### config.mk
export PLATFORM = sky130hd
export DESIGN_NAME = circular_queue_running_average
export DESIGN_NICKNAME = d
export VERILOG_FILES = /design/src/rtl/core/cqra_pkg.sv /design/src/rtl/core/cqra_ctrl.sv /design/src/rtl/core/cqra_datapath.sv /design/src/rtl/core/circular_queue_running_average.sv
export SDC_FILE = /design/constraint.sdc
export NUM_CORES = 1
export LEC_CHECK = 0
export BUFFER_PORTS_ARGS = -buffer_cell sky130_fd_sc_hd__buf_2
export CAP_MARGIN = 30
export CORE_ASPECT_RATIO = 1.5
export CORE_UTILIZATION = 45
export CTS_BUF_LIST = sky130_fd_sc_hd__clkbuf_8
export CTS_CLUSTER_SIZE = 25
export DETAILED_ROUTE_END_ITERATION = 16
export PLACE_DENSITY = 0.64
export SETUP_SLACK_MARGIN = 0.1
export SLEW_MARGIN = 10
export SYNTH_ARGS = -nofsm -noshare
export SYNTH_HDL_FRONTEND = slang
export SYNTH_SLANG_ARGS = --single-unit
### constraint.sdc
create_clock -name clock -period 5.51 [get_ports clock]
set_input_delay 1.653 -clock clock [delete_from_list [all_inputs] [get_ports clock]]
set_output_delay 1.653 -clock clock [all_outputs]
set_load 0.02 [all_outputs]
### src/rtl/core/cqra_pkg.sv
`default_nettype none

package cqra_pkg;

   // Fixed field widths
   localparam int ID_W   = 16;
   localparam int RATE_W = 8;

   // The rounded mean never exceeds the largest rate, so the quotient is one rate wide
   localparam int QUOT_W = RATE_W;
   localparam int STEP_W = $clog2(QUOT_W);

   // Commands from the controller to the datapath
   typedef struct packed {
      logic capture;      // latch the incoming transaction
      logic execute;      // update queue, pointers and running sum
      logic div_load;     // load dividend and shifted divisor
      logic div_step;     // one restoring-division step
      logic load_output;  // move the result into the output register
   } cmd_type;

   // Status from the datapath to the controller
   typedef struct packed {
      logic is_remove;    // captured command is a remove
   } status_type;

endpackage

`default_nettype wire

### src/rtl/core/cqra_ctrl.sv
`default_nettype none

module cqra_ctrl (
   input  wire logic                clock,
   input  wire logic                reset,
   input  wire logic                req_valid,
   output logic                     req_stall,
   output logic                     rsp_valid,
   input  wire logic                rsp_stall,
   input  wire cqra_pkg::status_type status,
   output cqra_pkg::cmd_type        cmd
);

   localparam logic [2:0] ST_IDLE   = 3'd0;
   localparam logic [2:0] ST_EXEC   = 3'd1;
   localparam logic [2:0] ST_LOAD   = 3'd2;
   localparam logic [2:0] ST_DIVIDE = 3'd3;
   localparam logic [2:0] ST_FINISH = 3'd4;

   logic [2:0]                    state_ff, state_in;
   logic [cqra_pkg::STEP_W-1:0]   step_ff, step_in;
   logic                          rsp_valid_ff, rsp_valid_in;
   logic                          out_free;

   // Output register can take a new result when empty or being drained
   assign out_free  = !rsp_valid_ff || !rsp_stall;
   assign req_stall = (state_ff != ST_IDLE);
   assign rsp_valid = rsp_valid_ff;

   // Sequencer
   always_comb begin
      state_in     = state_ff;
      step_in      = step_ff;
      cmd          = '0;
      rsp_valid_in = rsp_valid_ff;
      if (!rsp_stall) begin
         rsp_valid_in = 1'b0;
      end
      case (state_ff)
         ST_IDLE: begin
            if (req_valid) begin
               cmd.capture = 1'b1;
               state_in    = ST_EXEC;
            end
         end
         ST_EXEC: begin
            cmd.execute = 1'b1;
            state_in    = status.is_remove ? ST_FINISH : ST_LOAD;
         end
         ST_LOAD: begin
            cmd.div_load = 1'b1;
            step_in      = '0;
            state_in     = ST_DIVIDE;
         end
         ST_DIVIDE: begin
            cmd.div_step = 1'b1;
            if (step_ff == cqra_pkg::STEP_W'(cqra_pkg::QUOT_W - 1)) begin
               state_in = ST_FINISH;
            end else begin
               step_in = step_ff + 1'b1;
            end
         end
         ST_FINISH: begin
            if (out_free) begin
               cmd.load_output = 1'b1;
               rsp_valid_in    = 1'b1;
               state_in        = ST_IDLE;
            end
         end
         default: begin
            state_in = ST_IDLE;
         end
      endcase
   end

   always_ff @(posedge clock) begin
      if (reset) begin
         state_ff     <= ST_IDLE;
         step_ff      <= '0;
         rsp_valid_ff <= 1'b0;
      end else begin
         state_ff     <= state_in;
         step_ff      <= step_in;
         rsp_valid_ff <= rsp_valid_in;
      end
   end

endmodule

`default_nettype wire

### src/rtl/core/cqra_datapath.sv
`default_nettype none

module cqra_datapath #(
   parameter int QUEUE_DEPTH = 5,
   parameter int OCC_W       = $clog2(QUEUE_DEPTH + 1)
) (
   input  wire logic                        clock,
   input  wire logic                        reset,
   input  wire logic                        req_command,
   input  wire logic [cqra_pkg::ID_W-1:0]   req_record_id,
   input  wire logic [cqra_pkg::RATE_W-1:0] req_rate_value,
   input  wire cqra_pkg::cmd_type           cmd,
   output cqra_pkg::status_type             status,
   output logic [cqra_pkg::RATE_W-1:0]      rsp_mean_rate,
   output logic [cqra_pkg::ID_W-1:0]        rsp_removed_id,
   output logic [cqra_pkg::RATE_W-1:0]      rsp_removed_rate,
   output logic                             rsp_empty_error,
   output logic [OCC_W-1:0]                 rsp_occupancy_out
);

   localparam int PTR_W  = (QUEUE_DEPTH > 1) ? $clog2(QUEUE_DEPTH) : 1;
   localparam int SUM_W  = $clog2(((1 << cqra_pkg::RATE_W) - 1) * QUEUE_DEPTH + 1);
   localparam int NUM_W  = SUM_W + 2;
   localparam int DEN_W  = OCC_W + cqra_pkg::QUOT_W;
   localparam int CMP_W  = (NUM_W > DEN_W) ? NUM_W : DEN_W;
   localparam int RATE_W = cqra_pkg::RATE_W;
   localparam int ID_W   = cqra_pkg::ID_W;
   localparam int QUOT_W = cqra_pkg::QUOT_W;

   // Slot storage, read registered at the head pointer
   logic [ID_W-1:0]   slot_ids_ff   [QUEUE_DEPTH];
   logic [RATE_W-1:0] slot_rates_ff [QUEUE_DEPTH];
   logic [ID_W-1:0]   head_id_ff;
   logic [RATE_W-1:0] head_rate_ff;

   logic [PTR_W-1:0]  head_ff, head_in;
   logic [PTR_W-1:0]  tail_ff, tail_in;
   logic [OCC_W-1:0]  occ_ff, occ_in;
   logic [SUM_W-1:0]  sum_ff, sum_in;

   logic              command_ff, command_in;
   logic [ID_W-1:0]   id_ff, id_in;
   logic [RATE_W-1:0] rate_ff, rate_in;

   logic [ID_W-1:0]   res_id_ff, res_id_in;
   logic [RATE_W-1:0] res_rate_ff, res_rate_in;
   logic              res_err_ff, res_err_in;

   logic [NUM_W-1:0]  num_ff, num_in;
   logic [DEN_W-1:0]  den_ff, den_in;
   logic [QUOT_W-1:0] quot_ff, quot_in;

   logic [RATE_W-1:0] out_mean_ff, out_mean_in;
   logic [ID_W-1:0]   out_id_ff, out_id_in;
   logic [RATE_W-1:0] out_rate_ff, out_rate_in;
   logic              out_err_ff, out_err_in;
   logic [OCC_W-1:0]  out_occ_ff, out_occ_in;

   logic              full;
   logic [CMP_W-1:0]  num_ext, den_ext;
   logic              fits;

   function automatic logic [PTR_W-1:0] next_slot(input logic [PTR_W-1:0] p);
      return (p == PTR_W'(QUEUE_DEPTH - 1)) ? '0 : p + 1'b1;
   endfunction

   assign status.is_remove = command_ff;

   assign full    = (occ_ff == OCC_W'(QUEUE_DEPTH));
   assign num_ext = CMP_W'(num_ff);
   assign den_ext = CMP_W'(den_ff);
   assign fits    = (num_ext >= den_ext);

   // Next-state logic
   always_comb begin
      head_in     = head_ff;
      tail_in     = tail_ff;
      occ_in      = occ_ff;
      sum_in      = sum_ff;
      command_in  = command_ff;
      id_in       = id_ff;
      rate_in     = rate_ff;
      res_id_in   = res_id_ff;
      res_rate_in = res_rate_ff;
      res_err_in  = res_err_ff;
      num_in      = num_ff;
      den_in      = den_ff;
      quot_in     = quot_ff;
      out_mean_in = out_mean_ff;
      out_id_in   = out_id_ff;
      out_rate_in = out_rate_ff;
      out_err_in  = out_err_ff;
      out_occ_in  = out_occ_ff;

      // Latch the transaction
      if (cmd.capture) begin
         command_in = req_command;
         id_in      = req_record_id;
         rate_in    = req_rate_value;
      end

      // Queue update; a full insert drops the oldest entry first
      if (cmd.execute) begin
         res_id_in   = '0;
         res_rate_in = '0;
         res_err_in  = 1'b0;
         if (!command_ff) begin
            sum_in  = sum_ff - (full ? SUM_W'(head_rate_ff) : '0) + SUM_W'(rate_ff);
            head_in = full ? next_slot(head_ff) : head_ff;
            tail_in = next_slot(tail_ff);
            occ_in  = full ? occ_ff : occ_ff + 1'b1;
         end else if (occ_ff == '0) begin
            res_err_in = 1'b1;
         end else begin
            res_id_in   = head_id_ff;
            res_rate_in = head_rate_ff;
            head_in     = next_slot(head_ff);
            occ_in      = occ_ff - 1'b1;
            sum_in      = sum_ff - SUM_W'(head_rate_ff);
         end
      end

      // Rounded mean: (2*sum + occ) / (2*occ), quotient bits msb first
      if (cmd.div_load) begin
         num_in  = NUM_W'({sum_ff, 1'b0}) + NUM_W'(occ_ff);
         den_in  = {occ_ff, 1'b0, {(QUOT_W - 1){1'b0}}};
         quot_in = '0;
      end
      if (cmd.div_step) begin
         if (fits) begin
            num_in = NUM_W'(num_ext - den_ext);
         end
         quot_in = {quot_ff[QUOT_W-2:0], fits};
         den_in  = den_ff >> 1;
      end

      // Output register
      if (cmd.load_output) begin
         out_mean_in = command_ff ? '0 : quot_ff;
         out_id_in   = res_id_ff;
         out_rate_in = res_rate_ff;
         out_err_in  = res_err_ff;
         out_occ_in  = occ_ff;
      end
   end

   // Slot memory
   always_ff @(posedge clock) begin
      if (cmd.execute && !command_ff) begin
         slot_ids_ff[tail_ff]   <= id_ff;
         slot_rates_ff[tail_ff] <= rate_ff;
      end
      head_id_ff   <= slot_ids_ff[head_ff];
      head_rate_ff <= slot_rates_ff[head_ff];
   end

   // Queue control state
   always_ff @(posedge clock) begin
      if (reset) begin
         head_ff <= '0;
         tail_ff <= '0;
         occ_ff  <= '0;
         sum_ff  <= '0;
      end else begin
         head_ff <= head_in;
         tail_ff <= tail_in;
         occ_ff  <= occ_in;
         sum_ff  <= sum_in;
      end
   end

   // Payload registers
   always_ff @(posedge clock) begin
      command_ff  <= command_in;
      id_ff       <= id_in;
      rate_ff     <= rate_in;
      res_id_ff   <= res_id_in;
      res_rate_ff <= res_rate_in;
      res_err_ff  <= res_err_in;
      num_ff      <= num_in;
      den_ff      <= den_in;
      quot_ff     <= quot_in;
      out_mean_ff <= out_mean_in;
      out_id_ff   <= out_id_in;
      out_rate_ff <= out_rate_in;
      out_err_ff  <= out_err_in;
      out_occ_ff  <= out_occ_in;
   end

   assign rsp_mean_rate     = out_mean_ff;
   assign rsp_removed_id    = out_id_ff;
   assign rsp_removed_rate  = out_rate_ff;
   assign rsp_empty_error   = out_err_ff;
   assign rsp_occupancy_out = out_occ_ff;

endmodule

`default_nettype wire

### src/rtl/core/circular_queue_running_average.sv
// Circular queue of (id, rate) records with a running rounded mean.
// Input channel req_*: valid/stall; a transaction is taken when req_valid is
// high and req_stall is low. req_command 0 inserts req_record_id and
// req_rate_value (dropping the oldest entry if full); 1 removes the oldest.
// Result channel rsp_*: one result per transaction, held while rsp_stall is high.
// An insert result carries the rounded mean of the held rates; a remove result
// carries the popped id and rate, or rsp_empty_error on an empty queue.
// Sequencing: the block works on one transaction at a time. An insert steps
// through the accepting cycle, update, divider load, eight steps of the serial
// restoring divider and output load; a remove steps through the accepting
// cycle, update and output load. Each result is then held in the output register.
// A new transaction is taken in the cycle after the result is loaded, even
// while that result is still stalled. If the receiver stalls, the finished
// result waits in the output register and the next result waits in the
// finish step until the register frees up.
// Reset (synchronous, active high) empties the queue, clears the running sum
// and drops any pending result; slot contents are not cleared.
`default_nettype none

module circular_queue_running_average #(
   parameter  int QUEUE_DEPTH = 5,
   localparam int OCC_W       = $clog2(QUEUE_DEPTH + 1)
) (
   input  wire logic                        clock,
   input  wire logic                        reset,
   input  wire logic                        req_valid,
   output logic                             req_stall,
   input  wire logic                        req_command,
   input  wire logic [cqra_pkg::ID_W-1:0]   req_record_id,
   input  wire logic [cqra_pkg::RATE_W-1:0] req_rate_value,
   output logic                             rsp_valid,
   input  wire logic                        rsp_stall,
   output logic [cqra_pkg::RATE_W-1:0]      rsp_mean_rate,
   output logic [cqra_pkg::ID_W-1:0]        rsp_removed_id,
   output logic [cqra_pkg::RATE_W-1:0]      rsp_removed_rate,
   output logic                             rsp_empty_error,
   output logic [OCC_W-1:0]                 rsp_occupancy_out
);

   cqra_pkg::cmd_type    cmd;
   cqra_pkg::status_type status;

   cqra_ctrl u_ctrl (
      .clock     (clock),
      .reset     (reset),
      .req_valid (req_valid),
      .req_stall (req_stall),
      .rsp_valid (rsp_valid),
      .rsp_stall (rsp_stall),
      .status    (status),
      .cmd       (cmd)
   );

   cqra_datapath #(
      .QUEUE_DEPTH (QUEUE_DEPTH),
      .OCC_W       (OCC_W)
   ) u_datapath (
      .clock             (clock),
      .reset             (reset),
      .req_command       (req_command),
      .req_record_id     (req_record_id),
      .req_rate_value    (req_rate_value),
      .cmd               (cmd),
      .status            (status),
      .rsp_mean_rate     (rsp_mean_rate),
      .rsp_removed_id    (rsp_removed_id),
      .rsp_removed_rate  (rsp_removed_rate),
      .rsp_empty_error   (rsp_empty_error),
      .rsp_occupancy_out (rsp_occupancy_out)
   );

   // An accepted transaction blocks the input on the next cycle
   a_busy_after_accept: assert property (@(posedge clock) disable iff (reset)
      (req_valid && !req_stall) |=> req_stall)
      else $error("input not stalled after accepting a transaction");

   // An empty-queue error leaves every other field at zero
   a_error_clean: assert property (@(posedge clock) disable iff (reset)
      (rsp_valid && rsp_empty_error) |->
         (rsp_mean_rate == '0 && rsp_removed_id == '0 &&
          rsp_removed_rate == '0 && rsp_occupancy_out == '0))
      else $error("empty error result carries data");

   // A nonzero mean only comes from an insert, which leaves at least one entry
   a_mean_from_insert: assert property (@(posedge clock) disable iff (reset)
      (rsp_valid && rsp_mean_rate != '0) |->
         (!rsp_empty_error && rsp_removed_id == '0 && rsp_occupancy_out != '0))
      else $error("mean reported on a non-insert result");

   // Occupancy never exceeds the queue depth
   a_occ_bound: assert property (@(posedge clock) disable iff (reset)
      rsp_valid |-> (rsp_occupancy_out <= OCC_W'(QUEUE_DEPTH)))
      else $error("occupancy above queue depth");

endmodule

`default_nettype wire

# ---- After elaboration in Yosys (flattened, before gate mapping)
# Memory sizes are Yosys's and may differ from the RTL's. A register that Yosys moved wholly into a read port is not among the register bits.
# Cells that the tools add are included.
dict set report op_classes {
  n_bitwise 1
  mux 38
  shifts 0
  n_eq_ne 14
  reduce_logical 18
  n_lt_le_gt_ge 1
  n_mul 0
  div 0
  n_addsub 10
}
# op n
set ops {}
lappend ops {{$mux 13} 3}
lappend ops {{$mux 3} 13}
lappend ops {{$mux 8} 3}
lappend ops {{$mux 11} 2}
lappend ops {{$mux 10} 2}
lappend ops {{$eq 3x3->1 const B} 5}
lappend ops {{$pmux 3 s5} 1}
lappend ops {{$add 12x3->13} 1}
lappend ops {{$ge 13x11->1} 1}
lappend ops {{$mux 1} 13}
lappend ops {{$sub 13x11->13} 1}
lappend ops {{$add 3x1->3 const B} 4}
lappend ops {{$add 11x8->11} 1}
lappend ops {{$sub 11x11->11} 1}
lappend ops {{$sub 11x8->11} 1}
lappend ops {{$reduce_and 3->1} 3}
lappend ops {{$eq 3x2->1 const B} 2}
lappend ops {{$logic_not 3->1} 2}
lappend ops {{$ne 2x1->1 const B} 3}
lappend ops {{$ne 2x2->1 const B} 3}
lappend ops {{$pmux 3 s2} 1}
lappend ops {{$reduce_and 2->1} 3}
lappend ops {{$reduce_bool 2->1} 3}
lappend ops {{$eq 3x1->1 const B} 1}
lappend ops {{7 further kinds} 9}
dict set report word_totals {
  latchBits 0
  in_bits 29
  ram_bits 120
  register_bits 145
  mem_count 2
  romBits 0
  word_cells 106
}
# memory words word_bits read_ports rd_clocked_by_memory_dff write_ports line
set mem_list {}
lappend mem_list {u_datapath.slot_ids_ff 5 16 1 1 1 cqra_datapath.sv:31} ;# logic [ID_W-1:0] slot_ids_ff [QUEUE_DEPTH];
lappend mem_list {u_datapath.slot_rates_ff 5 8 1 1 1 cqra_datapath.sv:32} ;# logic [RATE_W-1:0] slot_rates_ff [QUEUE_DEPTH];

# ---- Depth between registers and ports, before layout
dict set report logic_depth {
  word_depth 5
  depth_mapped 13
  mapped_depth_nobuf 12
}

# ---- Hierarchy
# From an unflattened synthesis, not the netlist that was laid out.
dict set report unflattened {
  hier_cells 883
  hier_area_um2 12369.4
}
# module n_inst cells_per_inst seq_area_each_um2 area_per_inst_um2
set by_module_without_submodules {}
lappend by_module_without_submodules {cqra_datapath 1 835 7887.6 11971.5}
lappend by_module_without_submodules {cqra_ctrl 1 48 140.1 397.9}

# ---- Least setup slack after synthesis
# No wires, ideal clock.
dict set report synth_path {
  path_type {register to register}
  startpoint {reg u_ctrl.state_ff[1]}
  endpoint {mem u_datapath.slot_ids_ff[1][0], enable pin}
  period_less_slack_ns 4.047
  setup_time_ns 0.466
  required_ns 5.044
  stages_incl_launch_ff 6
  setup_slack_ns 1.463
  arrival_ns 3.581
  n_path_buf 1
  path_cell_list {dfxtp_1 > buf_2 > or3b_4 > a21oi_4 > nand2_1 > nor4_1}
}
dict set report synth_between {
  elab_chain_cells 5
}
# element line
set synth_lines {}
lappend synth_lines {{start: declaration} cqra_ctrl.sv:20} ;# logic [2:0] state_ff, state_in;
lappend synth_lines {{start signal: assignment} cqra_ctrl.sv:82} ;# state_ff <= state_in;
lappend synth_lines {{$eq 3x1->1} cqra_ctrl.sv:39} ;# case (state_ff)
lappend synth_lines {{$mux 1} cqra_ctrl.sv:39}
lappend synth_lines {{$logic_and 1x1->1} cqra_datapath.sv:149} ;# if (cmd.execute && !command_ff) begin
lappend synth_lines {{$mux 1} cqra_datapath.sv:149}
lappend synth_lines {{$mux 1 (not written as such)} cqra_datapath.sv:150} ;# slot_ids_ff[tail_ff] <= id_ff;
lappend synth_lines {{end: declaration} cqra_datapath.sv:31}
# Every way passes these cells.

# ---- Final worst setup path
dict set report layout_path {
  startpoint {reg u_ctrl.state_ff[0]}
  endpoint {out req_stall}
}
dict set report layout_between {
  elab_chain_cells 1
}
# element line
set layout_lines {}
lappend layout_lines {{$reduce_bool 3->1} cqra_ctrl.sv:27} ;# assign req_stall = (state_ff != ST_IDLE);
lappend layout_lines {{end: declaration} circular_queue_running_average.sv:27} ;# output logic req_stall,
# Every way passes these cells.

==> results.txt <==
----------------------------------------------------
[Power]
  Power density over the cells ... roughly 370 nW/um^2
  Leak ... between 0.005 and 0.006 uW
  Switching Power ... ~1400 uW
  Portion of total power attributed to the clock network ... 0.320
  Total internal power ... between 3000 and 4000 uW
  Sequential power share ... 0.509
  Combinational group share of total power ... 0.170
  Proportion of total power due to net switching ... 0.275
  Worst vdd rail ir drop ... roughly 0.30 mV

[Synthesis]
  Synthesized flop and latch total ... about 290
  Warnings, synthesis ... 0
  Primary flip-flop cell chosen by synthesis mapping ... sky130_fd_sc_hd__edfxtp_1
  Mapped Avg Cell Area ... between 10 and 15 sq um
  Seq/Total Area, Yosys ... 0.656
  Mapped Area ... around 12000 sq um
  Post-Synthesis Cells ... a little under 900
  Proportion of synthesized flip-flops having asynchronous set or reset ... 0
  Number of enable-type register cells in the synthesized netlist ... around 220
  Number of unique standard cell types used by synthesis ... 62
  Syn_nets ... 950

[Clocking]
  Setup Buffers After CTS ... 0
  Hold bufs inserted after CTS ... 0
  Post-cts resize count ... 0
  Number of sinks handled by clock tree synthesis ... 289
  CTS Buffer Depth ... 3
  Reg clk slew, reported paths ... around 60 ps
  Total CTS buffers ... 44
  Root Driver ... sky130_fd_sc_hd__clkbuf_8
  Worst skew pair latency ... roughly 570 ps
  Count of H-tree levels built during CTS ... 2
  Clock tree from TritonCTS ... built

[Route]
  Via density ... between 5 and 6
  Residual DRC ... 0
  DRT Pass-1 Iters ... 4
  Routed vias ... 7019
  Detailed-route wire length per cell ... roughly 17 microns
  Number of DRC markers in iteration 0 ... between 300 and 400
  Routed Wire Length ... 23300 microns
  ANT nets after route ... 0

[Die]
  Initial Utilization ... 0.460
  Horizontal die dimension ... approximately 140 microns
  Vertical die dimension ... 204 microns
  Ports placed on the boundary ... 67
  Placeable core region ... 26600 sq um
  Std cell rows ... 73
  Full die area ... between 20000 and 30000 sq um

[Setup path]
  Maximum fanout encountered on the critical timing path ... 23
  Data required time at the worst endpoint ... between 3000 and 4000 ps
  Startpoint type of the worst setup path ... flip-flop
  CP arrival ... ~1700 ps
  Critical path endpoint category ... output port
  Critical path class ... reg -> out

[Global route]
  Total GRT Usage ... 0.174
  Vias in the first global route ... between 7000 and 8000
  Maximum number of pins on one net before global-route repair ... 37
  Grt ovf ... 0
  First-pass GRT wire length ... approximately 37000 microns
  Number of antenna violations at the first check in global routing ... 0

[STA]
  Highest attainable clock frequency ... ~0.3 GHz
  Unrepaired setup endpoints after global routing ... false
  Period Utilization, post-route ... 0.602
  Slew at the pin closest to its max-slew limit ... 931 ps
  Count of final max-slew check failures ... 0
  Final setup fails ... 0
  Shortest clock period the worst path allows after layout ... roughly 3300 ps
  Final worst clock skew ... 11.5 ps
  Setup TNS ... 0 ps
  Remaining max-slew budget at the tightest pin ... 0.377
  Total count of hold-check failures in the final report ... 0

[Placed design]
  Quantity of I/O buffers inserted on ports ... 66
  Cells after DPL ... 1258
  Sum of net half-perimeters after detailed placement ... between 15000 and 20000 microns
  GP Congestion ... 0.829
  Instance area after placement ... 13000 sq um

[Run]
  Number of max-cap violations ... 0

[Cells and area]
  Combined area of the multi-input logic cells ... 3850 sq um
  Area of all placed cells without fillers ... 13900 sq um
  Post-synthesis to final-layout area growth ... 13.3%
  Sequential cell area ... approximately 8000 sq um
  Proportion of layout cells with a drive suffix above 1 ... 0.206
  Utilization of the core after routing ... 0.521
  Count of inserted antenna diode cells ... 0
  Fill cell instance count of the final layout ... 2244
  Nets@finish ... approximately 1000
  Final std cells w/o fill ... approximately 1300

[Status]
  Status ... finished, final reports clean

[Hold path]
  Class of the most critical hold timing path ... reg -> reg

----------------------------------------------------
## flip-flops by register name, summed over array words and instances, names as in the netlist, 8 cells and up
register / count
u_datapath.rsp_removed_id: 16
u_datapath.rsp_mean_rate: 8
u_datapath.rate_ff: 8
u_datapath.rsp_removed_rate: 8
u_datapath.den_ff: 11
u_datapath.slot_rates_ff: 40
u_datapath.head_id_ff: 16
u_datapath.res_rate_ff: 8
u_datapath.sum_ff: 11
u_datapath.res_id_ff: 16
u_datapath.quot_ff: 8
u_datapath.id_ff: 16
u_datapath.num_ext: 13
u_datapath.head_rate_ff: 8
u_datapath.slot_ids_ff: 80
## path summary, 6_finish.rpt
check / slack, ps / cells past startpoint / start / endpoint
setup / recovery: 2190 / 3 / u_ctrl.state_ff[0]$_SDFFE_PP0P_ / req_stall
hold / removal: 410 / 0 / u_datapath.res_id_ff[10]$_SDFFCE_PP0P_ / u_datapath.rsp_removed_id[10]$_DFFE_PP_
setup reg to reg: 2390 / 11 / u_datapath.occ_ff[1]$_SDFFE_PP0P_ / u_datapath.sum_ff[10]$_SDFFE_PP0P_
hold reg to reg: 410 / 0 / u_datapath.res_id_ff[10]$_SDFFCE_PP0P_ / u_datapath.rsp_removed_id[10]$_DFFE_PP_
## through the flow
stage               hold slack, ps  worst slack [ps]  total power (uW)
floorplan                      400              1460              3290
global placement               402              2430              3490
detailed placement             405              2390              3510
CTS                            414              2160              5150
global route                   429              2110              5350
finish                         413              2190              5090
## logic make-up (layout without fill, tap and decap cells)
| group | Yosys count | after routing | share of synthesized area |
|---|---|---|---|
| AOI/OAI and AO/OA | 138 | 138 | 0.0746 |
| xor gates and xnor gates | 27 | 27 | 0.0193 |
| adders and majority gates | 53 | 53 | 0.0616 |
| buffers and inverters | 101 | 236 | 0.0325 |
| DFF | 289 | 289 | 0.656 |
| muxes | 56 | 56 | 0.0731 |
| and+or+nand+nor | 204 | 204 | 0.0828 |
## per-layer routing
metal	part of all wire	track usage	routed length (microns)	up-vias
met4	0.034	0.0742	785	0
li1	-	-	-	3421
met5	0	0	0	-
met2	0.53	0.322	12400	152
met3	0.043	0.0367	1010	56
met1	0.39	0.188	9130	3390
## layout make-up
class	instances	share of cell area
Sequential cell	289	0.579
Multi-Input combinational cell	478	0.278
Clock buffer	48	0.0477
Timing Repair Buffer	83	0.0339
Tap cell	337	0.0304
Inverter	71	0.0192
Clock inverter	34	0.0116
## cells in the mapped netlist, types with 9 or more instances
cell type | count | area share
sky130_fd_sc_hd__nor3_1 | 31 | 0.013
sky130_fd_sc_hd__nor2b_1 | 11 | 0.0056
sky130_fd_sc_hd__nand2_1 | 42 | 0.013
sky130_fd_sc_hd__o21ai_0 | 22 | 0.0090
sky130_fd_sc_hd__inv_1 | 69 | 0.021
sky130_fd_sc_hd__and2_1 | 27 | 0.014
sky130_fd_sc_hd__mux2_2 | 27 | 0.025
sky130_fd_sc_hd__edfxtp_1 | 224 | 0.55
sky130_fd_sc_hd__buf_2 | 9 | 0.0037
sky130_fd_sc_hd__dfxtp_1 | 65 | 0.11
sky130_fd_sc_hd__xnor2_1 | 19 | 0.014
sky130_fd_sc_hd__mux4_2 | 24 | 0.044
sky130_fd_sc_hd__fa_1 | 12 | 0.020
sky130_fd_sc_hd__clkbuf_1 | 16 | 0.0049
sky130_fd_sc_hd__a21oi_1 | 34 | 0.014
sky130_fd_sc_hd__a211oi_1 | 18 | 0.011
sky130_fd_sc_hd__nor2_1 | 50 | 0.015
sky130_fd_sc_hd__and3_1 | 9 | 0.0046
sky130_fd_sc_hd__ha_1 | 41 | 0.042
## worst max-delay path: stages, from the launching register on
cell,delay (ps)
sky130_fd_sc_hd__dfxtp_1,300
sky130_fd_sc_hd__buf_4,210
sky130_fd_sc_hd__or3_1,410
sky130_fd_sc_hd__buf_2,170
## power by group through the flow
stage	logic, uW	clock network, uW	registers [uW]
after detailed placement	868	0	2640
after floorplan	675	0	2620
after global placement	847	0	2640
after CTS	872	1680	2590
after global routing	978	1760	2610
final	868	1630	2590
## cells in the final DEF (no fill, tap or decap), types with 16 or more instances in the layout
master                     count
sky130_fd_sc_hd__nor3_1       31
sky130_fd_sc_hd__buf_4        16
sky130_fd_sc_hd__buf_2        66
sky130_fd_sc_hd__inv_1        79
sky130_fd_sc_hd__a211oi_1     18
sky130_fd_sc_hd__o21ai_0      22
sky130_fd_sc_hd__clkbuf_8     48
sky130_fd_sc_hd__mux2_2       27
sky130_fd_sc_hd__mux4_2       24
sky130_fd_sc_hd__ha_1         41
sky130_fd_sc_hd__nand2_1      42
sky130_fd_sc_hd__edfxtp_1    224
sky130_fd_sc_hd__and2_1       27
sky130_fd_sc_hd__a21oi_1      33
sky130_fd_sc_hd__xnor2_1      19
sky130_fd_sc_hd__dfxtp_1      64
sky130_fd_sc_hd__nor2_1       49
(Power assumes the default switching activity.)
